## config.mk

```make
export PLATFORM = sky130hd
export DESIGN_NAME = ofbw_controller
export DESIGN_NICKNAME = d
export VERILOG_FILES = /design/src/rtl/core/ofbw_pkg.sv /design/src/rtl/core/ofbw_controller.sv
export SDC_FILE = /design/constraint.sdc
export NUM_CORES = 1
export LEC_CHECK = 0
export BUFFER_PORTS_ARGS = -buffer_cell sky130_fd_sc_hd__buf_2
export CORE_MARGIN = 2
export CORE_UTILIZATION = 50
export DETAILED_ROUTE_END_ITERATION = 6
export PLACE_DENSITY = 0.75
export SLEW_MARGIN = 40
export SYNTH_ARGS = -nofsm -noshare
export SYNTH_HDL_FRONTEND = slang
export SYNTH_SLANG_ARGS = --single-unit
```

## constraint.sdc

```tcl
create_clock -name clock -period 1.78 [get_ports clock]
set_clock_uncertainty 0.1 [all_clocks]
set_input_delay 0.267 -clock clock [delete_from_list [all_inputs] [get_ports clock]]
set_output_delay 0.267 -clock clock [all_outputs]
set_load 0.01 [all_outputs]
```

## src/rtl/core/ofbw_pkg.sv

```systemverilog
package ofbw_pkg;

   localparam int PANEL_COLUMNS = 128;
   localparam int PANEL_PAGES = 8;
   localparam int STORE_DEPTH = PANEL_COLUMNS * PANEL_PAGES;
   localparam int IDX_W = $clog2(STORE_DEPTH);
   localparam int PANEL_ROWS = 8 * PANEL_PAGES;

   localparam logic [7:0] SLAVE_ADDR_RESET = 8'h78;
   localparam logic [7:0] CTRL_COMMAND = 8'h00;
   localparam logic [7:0] CTRL_DATA = 8'h40;
   localparam logic [7:0] CMD_PAGE_BASE = 8'hB0;
   localparam logic [7:0] CMD_COL_HIGH_BASE = 8'h10;
   localparam logic [7:0] COLUMN_LIMIT = 8'd127;

   localparam logic [1:0] FUNC_DRAW_POINT = 2'd0;
   localparam logic [1:0] FUNC_SET_CURSOR = 2'd1;
   localparam logic [1:0] FUNC_WRITE_DATA = 2'd2;

   localparam logic [1:0] BYTE_ADDRESS = 2'd0;
   localparam logic [1:0] BYTE_CONTROL = 2'd1;
   localparam logic [1:0] BYTE_PAYLOAD = 2'd2;

   typedef enum logic [1:0] {
      FRAME_PAGE,
      FRAME_COL_HIGH,
      FRAME_COL_LOW,
      FRAME_DATA
   } frame_type;

   typedef struct packed {
      logic       clear_en;
      logic       load_req;
      logic       cursor_from_req;
      logic       mem_read;
      logic       modify;
      logic       emit;
      frame_type  frame;
      logic [1:0] byte_pos;
      logic       last;
   } dp_cmd_type;

   typedef struct packed {
      logic clear_done;
      logic point_off;
      logic out_free;
   } dp_status_type;

endpackage

```

## src/rtl/core/ofbw_controller.sv

```systemverilog
module ofbw_controller (
   input  logic                   clock,
   input  logic                   reset,
   input  logic                   req_valid,
   input  logic [1:0]             req_func,
   output logic                   req_ready,
   output ofbw_pkg::dp_cmd_type    cmd,
   input  ofbw_pkg::dp_status_type status
);
   import ofbw_pkg::*;

   typedef enum logic [4:0] {
      ST_CLEAR  = 5'b00001,
      ST_IDLE   = 5'b00010,
      ST_READ   = 5'b00100,
      ST_MODIFY = 5'b01000,
      ST_EMIT   = 5'b10000
   } state_type;

   state_type  state_ff, state_in;
   frame_type  frame_ff, frame_in;
   logic [1:0] byte_pos_ff, byte_pos_in;
   logic       data_after_ff, data_after_in;
   logic       last;

   always_comb begin
      last = (byte_pos_ff == BYTE_PAYLOAD)
             && ((frame_ff == FRAME_DATA) || ((frame_ff == FRAME_COL_LOW) && !data_after_ff));

      state_in = state_ff;
      frame_in = frame_ff;
      byte_pos_in = byte_pos_ff;
      data_after_in = data_after_ff;
      req_ready = 1'b0;

      cmd = '0;
      cmd.frame = frame_ff;
      cmd.byte_pos = byte_pos_ff;
      cmd.last = last;

      unique case (state_ff)
         ST_CLEAR: begin
            cmd.clear_en = 1'b1;
            if (status.clear_done) begin
               state_in = ST_IDLE;
            end
         end
         ST_IDLE: begin
            req_ready = 1'b1;
            byte_pos_in = BYTE_ADDRESS;
            if (req_valid) begin
               unique case (req_func)
                  FUNC_DRAW_POINT: begin
                     if (!status.point_off) begin
                        cmd.load_req = 1'b1;
                        frame_in = FRAME_PAGE;
                        data_after_in = 1'b1;
                        state_in = ST_READ;
                     end
                  end
                  FUNC_SET_CURSOR: begin
                     cmd.load_req = 1'b1;
                     cmd.cursor_from_req = 1'b1;
                     frame_in = FRAME_PAGE;
                     data_after_in = 1'b0;
                     state_in = ST_EMIT;
                  end
                  FUNC_WRITE_DATA: begin
                     cmd.load_req = 1'b1;
                     frame_in = FRAME_DATA;
                     data_after_in = 1'b0;
                     state_in = ST_EMIT;
                  end
                  default: begin
                     state_in = ST_IDLE;
                  end
               endcase
            end
         end
         ST_READ: begin
            cmd.mem_read = 1'b1;
            state_in = ST_MODIFY;
         end
         ST_MODIFY: begin
            cmd.modify = 1'b1;
            state_in = ST_EMIT;
         end
         ST_EMIT: begin
            if (status.out_free) begin
               cmd.emit = 1'b1;
               if (byte_pos_ff == BYTE_PAYLOAD) begin
                  byte_pos_in = BYTE_ADDRESS;
                  if (last) begin
                     state_in = ST_IDLE;
                  end
                  unique case (frame_ff)
                     FRAME_PAGE:     frame_in = FRAME_COL_HIGH;
                     FRAME_COL_HIGH: frame_in = FRAME_COL_LOW;
                     FRAME_COL_LOW:  frame_in = FRAME_DATA;
                     FRAME_DATA:     frame_in = FRAME_DATA;
                  endcase
               end else begin
                  byte_pos_in = byte_pos_ff + 2'd1;
               end
            end
         end
         default: begin
            state_in = ST_IDLE;
         end
      endcase
   end

   always_ff @(posedge clock) begin
      if (reset) begin
         state_ff <= ST_CLEAR;
         frame_ff <= FRAME_PAGE;
         byte_pos_ff <= BYTE_ADDRESS;
         data_after_ff <= 1'b0;
      end else begin
         state_ff <= state_in;
         frame_ff <= frame_in;
         byte_pos_ff <= byte_pos_in;
         data_after_ff <= data_after_in;
      end
   end

endmodule

```

==> run metrics, run 1 <==
Synth Net Count 96; Mapped Cells 84; Detailed Place HPWL 1240 um; Chip Width 42.4 um; Clk Latency, worst-skew pair 0.27 ns; crit path kind flip-flop to output port; crit end category output port; synth warn 0; critical path launch point type flip-flop; Hold Path Depth 2; f_max 568 MHz; status finished clean; via/cell ratio 6.22; CTS Root Cell clkbuf_4; top post-synthesis cells by area dfxtp_1, ha_1, nor4b_2; CP max FO 5; VDD IR-drop max 300 uV; die area 0.00180 mm^2; FF-to-FF path depth 6; Post-Layout Cell Count 126; die height 42.4 um; min Tclk post-route 1.76 ns; # hold bufs at CTS 0; P_leak 0.447 nW; initial drt markers 31; ys flop type dfxtp_1; Slew @ Worst Pin 0.298 ns; area of the core 0.00133 mm^2; post-synthesis sequential area ratio 27.2%; antenna violations before repair 0; CTS tree yes; Placed Area 821 um^2; fin util 72.3%; total gr overflow 0; IO Pins 20; final hold slack 0.128 ns; Starting Density 55.3%; Finished Cell Area 965 um^2; number of flops mapped to enable cells by yosys 0; GR Util All Layers 20.5%; FFs w/ async S/R, synth 0%; min setup slack post-route 0.0200 ns; first-pass GRT wire length 2820 um; Post-layout nets 125; pins over their slew limit 0; slew margin rel. 80.1%; flops & latches, synth 10; Remaining DRCs 0; CTS H-tree depth 1; input/output buffers 19; Worst-path clk slew 0.06 ns; deepest clock path buffer count 2; syn_area_per_cell 8.77 um^2; DR vias 784; Routed Antenna Nets 0; Detailed Route WL 1850 um; worst path arrival time 1.39 ns; Area Overhead vs Synth 30.9%; layout cell share with drive strength beyond 1 45.9%; RSZ-0062 raised after global routing true; DR pass1 iterations 5; PwrDens 565 mW/mm^2; setup violators final 0; Diodes inserted 0; Syn Std Cell Area 737 um^2; Unique masters post-synth 37; FILL cells 111; largest net degree at the start of global routing 9; number of global-route vias before repair 672; area leader, netlist dfxtp_1; WL/cell 14.7 um; Worst Hold Class input pin to flip-flop; DP Cell Count 115; dpl ws 0.169 ns; CTS Buf Count 3; final period utilization 98.9%; RePlAce Congestion 0.827; Max-cap violations 0; post-synth top area share 27.2%; CP Data Required Time 1.41 ns; clock sinks 10; Fin. Hold Viols 0; Rows 13
[worst paths after layout]
kind                       from            end  slack, ns
setup / recovery    state_ff[3]      req_ready       0.02
hold / removal        status[1]    state_ff[2]       0.13
setup reg to reg    state_ff[3]    frame_ff[0]       0.19
hold reg to reg   data_after_ff  data_after_ff       0.40
[flip-flops by register name (all words and copies together), names as in the netlist]
register and cells:
frame_ff 2, state_ff 5, byte_pos_ff 2, data_after_ff 1
[worst max-delay path: stages (launching register included)]
cell	delay [ns]
dfxtp_4	0.36
nor3_4	0.31
nand3b_1	0.21
inv_2	0.13
buf_6	0.11
[per-stage QoR]
step / power (mW) / TNS [ns]
after global routing: 0.571 / -0.0897
after CTS: 0.521 / 0
after global placement: 0.357 / 0
final: 0.545 / 0
after floorplan: 0.323 / 0
after detailed placement: 0.359 / 0
[final cells by class]
class | instances | area, um^2 | share of cell area [%]
tap | 15 | 18.8 | 1.95
multi-input combinational | 63 | 499 | 51.8
sequential | 10 | 209 | 21.7
timing repair buffer | 28 | 189 | 19.6
clock buffer | 3 | 22.5 | 2.33
inverter | 7 | 26.3 | 2.72
[layout by cell type, fill, tap and decap left out, drive strengths merged, types with 3 or more instances in the layout]
cell type and instances:
inv 7, nor2 4, ha 4, nand3 3, and3 3, a21oi 6, a31oi 3, dfxtp 10
nor3 4, nand2 6, clkbuf 3, buf 28, nand3b 3
[cell families after synthesis]
| group | after synthesis | share of synthesized area (%) |
|---|---|---|
| AOI/OAI and AO/OA | 18 | 18.5 |
| xor gates and xnor gates | 1 | 1.19 |
| adders and majority gates | 4 | 6.79 |
| buffers and inverters | 11 | 8.66 |
| DFF | 10 | 27.2 |
| muxes | 2 | 2.72 |
| and+or+nand+nor | 38 | 35.0 |
[cells in the mapped netlist, types with 3 or more instances]
| master | number |
|---|---|
| nand2_1 | 6 |
| ha_1 | 4 |
| dfxtp_1 | 10 |
| a21oi_1 | 5 |
| a31oi_1 | 3 |
| nand3_1 | 3 |
| nand3b_1 | 3 |
| inv_1 | 7 |
| and3_1 | 3 |
| nor3_1 | 3 |
| nor2_1 | 4 |
[layer usage]
metal	vias up	GRT usage (%)	routed length (um)
met5	-	0	0
met2	41	32.6	854
met1	367	26.0	829
li1	370	-	-
met4	0	10.6	42
met3	6	3.88	127
[report_power, final]
part / internal (mW) / leakage (nW) / switching, mW
logic: 0.0680 / 0.350 / 0.0743
registers: 0.231 / 0.0832 / 0.0131
clock network: 0.0782 / 0.0138 / 0.0799
total: 0.377 / 0.447 / 0.167
[timing repair]
| item | 4_1_cts | 5_1_grt |
|---|---|---|
| setup buffers | 2 | 6 |
| setup endpoints to repair | 4 | 6 |
| pin swaps | 2 | 4 |
| gates cloned | 0 | 0 |
| gates resized for setup | 3 | 16 |
Power figures use the tool's default switching activity.
==> inputs of run 2 (changes only) <==
--- a/config.mk
+++ b/config.mk
@@ -10,6 +10,7 @@
 export CORE_UTILIZATION = 50
 export DETAILED_ROUTE_END_ITERATION = 6
 export PLACE_DENSITY = 0.75
+export REMOVE_ABC_BUFFERS = 1
 export SLEW_MARGIN = 40
 export SYNTH_ARGS = -nofsm -noshare
 export SYNTH_HDL_FRONTEND = slang
==> run 2 against run 1 <==
- the run now ends with setup timing left
- cell area fell by 10%
- global-route usage increased by 0.18 points
- combinational power down 20%
- cell count decreased by 5.6%
- critical path type unchanged
- hold slack better by 0.0083 ns
- maximum frequency fell by 1.5%
- critical path depth shrank 1
- register-to-register slack improved by 0.06 ns
- die area is the same
- sequential share of layout area grew 2.0 points
- routed wire length is 13% lower
==> run metrics, run 2 (synthesized netlist as in run 1, its figures left out) <==
Post-Layout Cell Count 119 (-5.6%); antenna violations before repair 0 (unchanged); largest net degree at the start of global routing 9 (unchanged); first-pass GRT wire length 2860 um (+1.2%); Max-cap violations 0 (unchanged); Chip Width 42.4 um (unchanged); deepest clock path buffer count 2 (unchanged); RePlAce Congestion 0.815 (-1.4%); Detailed Place HPWL 1220 um (-2.0%); Starting Density 55.3% (unchanged); cell chain of the critical path or3_4 -> nor3b_4 -> buf_2; total gr overflow 0 (unchanged); critical path's slowest cell or3_4; Area Overhead vs Synth 17.8%; Worst Hold Class input pin to flip-flop; min Tclk post-route 1.79 ns (+0.0270 ns); Placed Area 821 um^2 (unchanged); violated checks setup timing; crit path kind flip-flop to output port; area of the core 0.00133 mm^2 (unchanged); Tot Pwr 0.513 mW (-5.9%); pins over their slew limit 0 (unchanged); via/cell ratio 6.05 (-2.8%); # hold bufs at CTS 0 (unchanged); CP max FO 7 (+2); die height 42.4 um (unchanged); DP Cell Count 115 (unchanged); Clk Latency, worst-skew pair 0.26 ns (about the same); P_leak 0.409 nW (-8.6%); IO Pins 20 (unchanged); Fin. Hold Viols 0 (unchanged); critical path launch point type flip-flop; DR vias 720 (-8.2%); CTS H-tree depth 1 (unchanged); largest reg by FF count state_ff; initial drt markers 19 (-39%); RSZ-0062 raised after global routing true; Routed Antenna Nets 0 (unchanged); setup violators final 1 (+1); DR pass1 iterations 4 (-1); leading cell type in the layout, fill and taps excluded buf_2; Post-layout nets 118 (-5.6%); worst path arrival time 1.42 ns (+0.03 ns); VDD IR-drop max 335 uV (+12%); CTS Root Cell clkbuf_4; number of global-route vias before repair 650 (-3.3%); Rows 13 (unchanged); CTS tree yes; Slew @ Worst Pin 0.237 ns (-0.0612 ns); GR Util All Layers 20.7% (+0.18 points); commonest cells after routing, fill and taps aside buf_2, inv_1, nand2_1, dfxtp_1, a21oi_1; crit end category output port; PwrDens 591 mW/mm^2 (+4.6%); Detailed Route WL 1600 um (-13%); fin util 65.1% (-7.2 points); Largest register FFs 5 (unchanged); CP peak stage delay 0.43 ns (+0.07 ns); Worst-path clk slew 0.06 ns (about the same); clock sinks 10 (unchanged); Remaining DRCs 0 (unchanged); f_max 560 MHz (-1.5%); input/output buffers 19 (unchanged); CP Data Required Time 1.41 ns (about the same); slew margin rel. 84.1% (+4.0 points); Diodes inserted 0 (unchanged); top flop regs state_ff (5), byte_pos_ff (2), frame_ff (2); final period utilization 100% (+1.5 points); WL/cell 13.5 um (-8.4%); CTS Buf Count 3 (unchanged); Finished Cell Area 868 um^2 (-10%); layout cell share with drive strength beyond 1 37.5% (-8.4 points); min setup slack post-route -0.00706 ns (-0.0270 ns); die area 0.00180 mm^2 (unchanged); status finished with violations
run 2: cell count changes in the layout (fill, tap and decap cells not counted), sizes merged:
cell | previous run | this run
buf | 28 | 21
run 2: layout make-up:
| cell class | count | area [um^2] |
|---|---|---|
| multi-input combinational | 63 | 485 |
| sequential | 10 | 205 |
| fill | 131 | 465 |
| tap | 15 | 18.8 |
| timing repair buffer | 21 | 110 |
| clock buffer | 3 | 22.5 |
| inverter | 7 | 26.3 |
run 2: critical path, delay by kind of cell, from the launching register on:
kind / cells / cell delay [ns]
and+or+nand+nor: 2 / 0.65
DFF: 1 / 0.35
buffers and inverters: 1 / 0.16
run 2: where the power goes:
group          total [mW]  internal, mW  switching [mW]  leakage (nW)
clock network       0.154        0.0781          0.0761        0.0138
logic               0.114        0.0500          0.0643         0.312
registers           0.244         0.232          0.0121        0.0830
total               0.513         0.360           0.152         0.409
run 2: metrics by stage:
stage               setup TNS [ns]  worst slack, ns  hold WS [ns]
finish                    -0.00706         -0.00706         0.136
detailed placement               0            0.227         0.388
global route               -0.0928          -0.0579         0.133
floorplan                        0            0.251         0.236
CTS                      -0.000456        -0.000456         0.124
global placement                 0            0.234         0.379
run 2: per-layer routing:
layer,GRT usage (%),routed length [um]
met5,0,0
met4,11.3,29
met3,3.88,83
met1,27.6,739
met2,31.1,750
run 2: path summary, 6_finish.rpt:
path	endpoint	slack, ns	cells past startpoint	start
max	cmd[6]	-0.007	3	state_ff[4]
min	state_ff[2]	0.14	2	status[1]
max reg2reg	state_ff[4]	0.25	5	state_ff[4]
min reg2reg	data_after_ff	0.39	2	data_after_ff
run 2: what timing repair did:
item,in CTS,in global routing
pin swaps,1,2
setup buffers,0,1
cloned,0,0
setup endpoints to repair,3,6
gates resized for setup,4,4
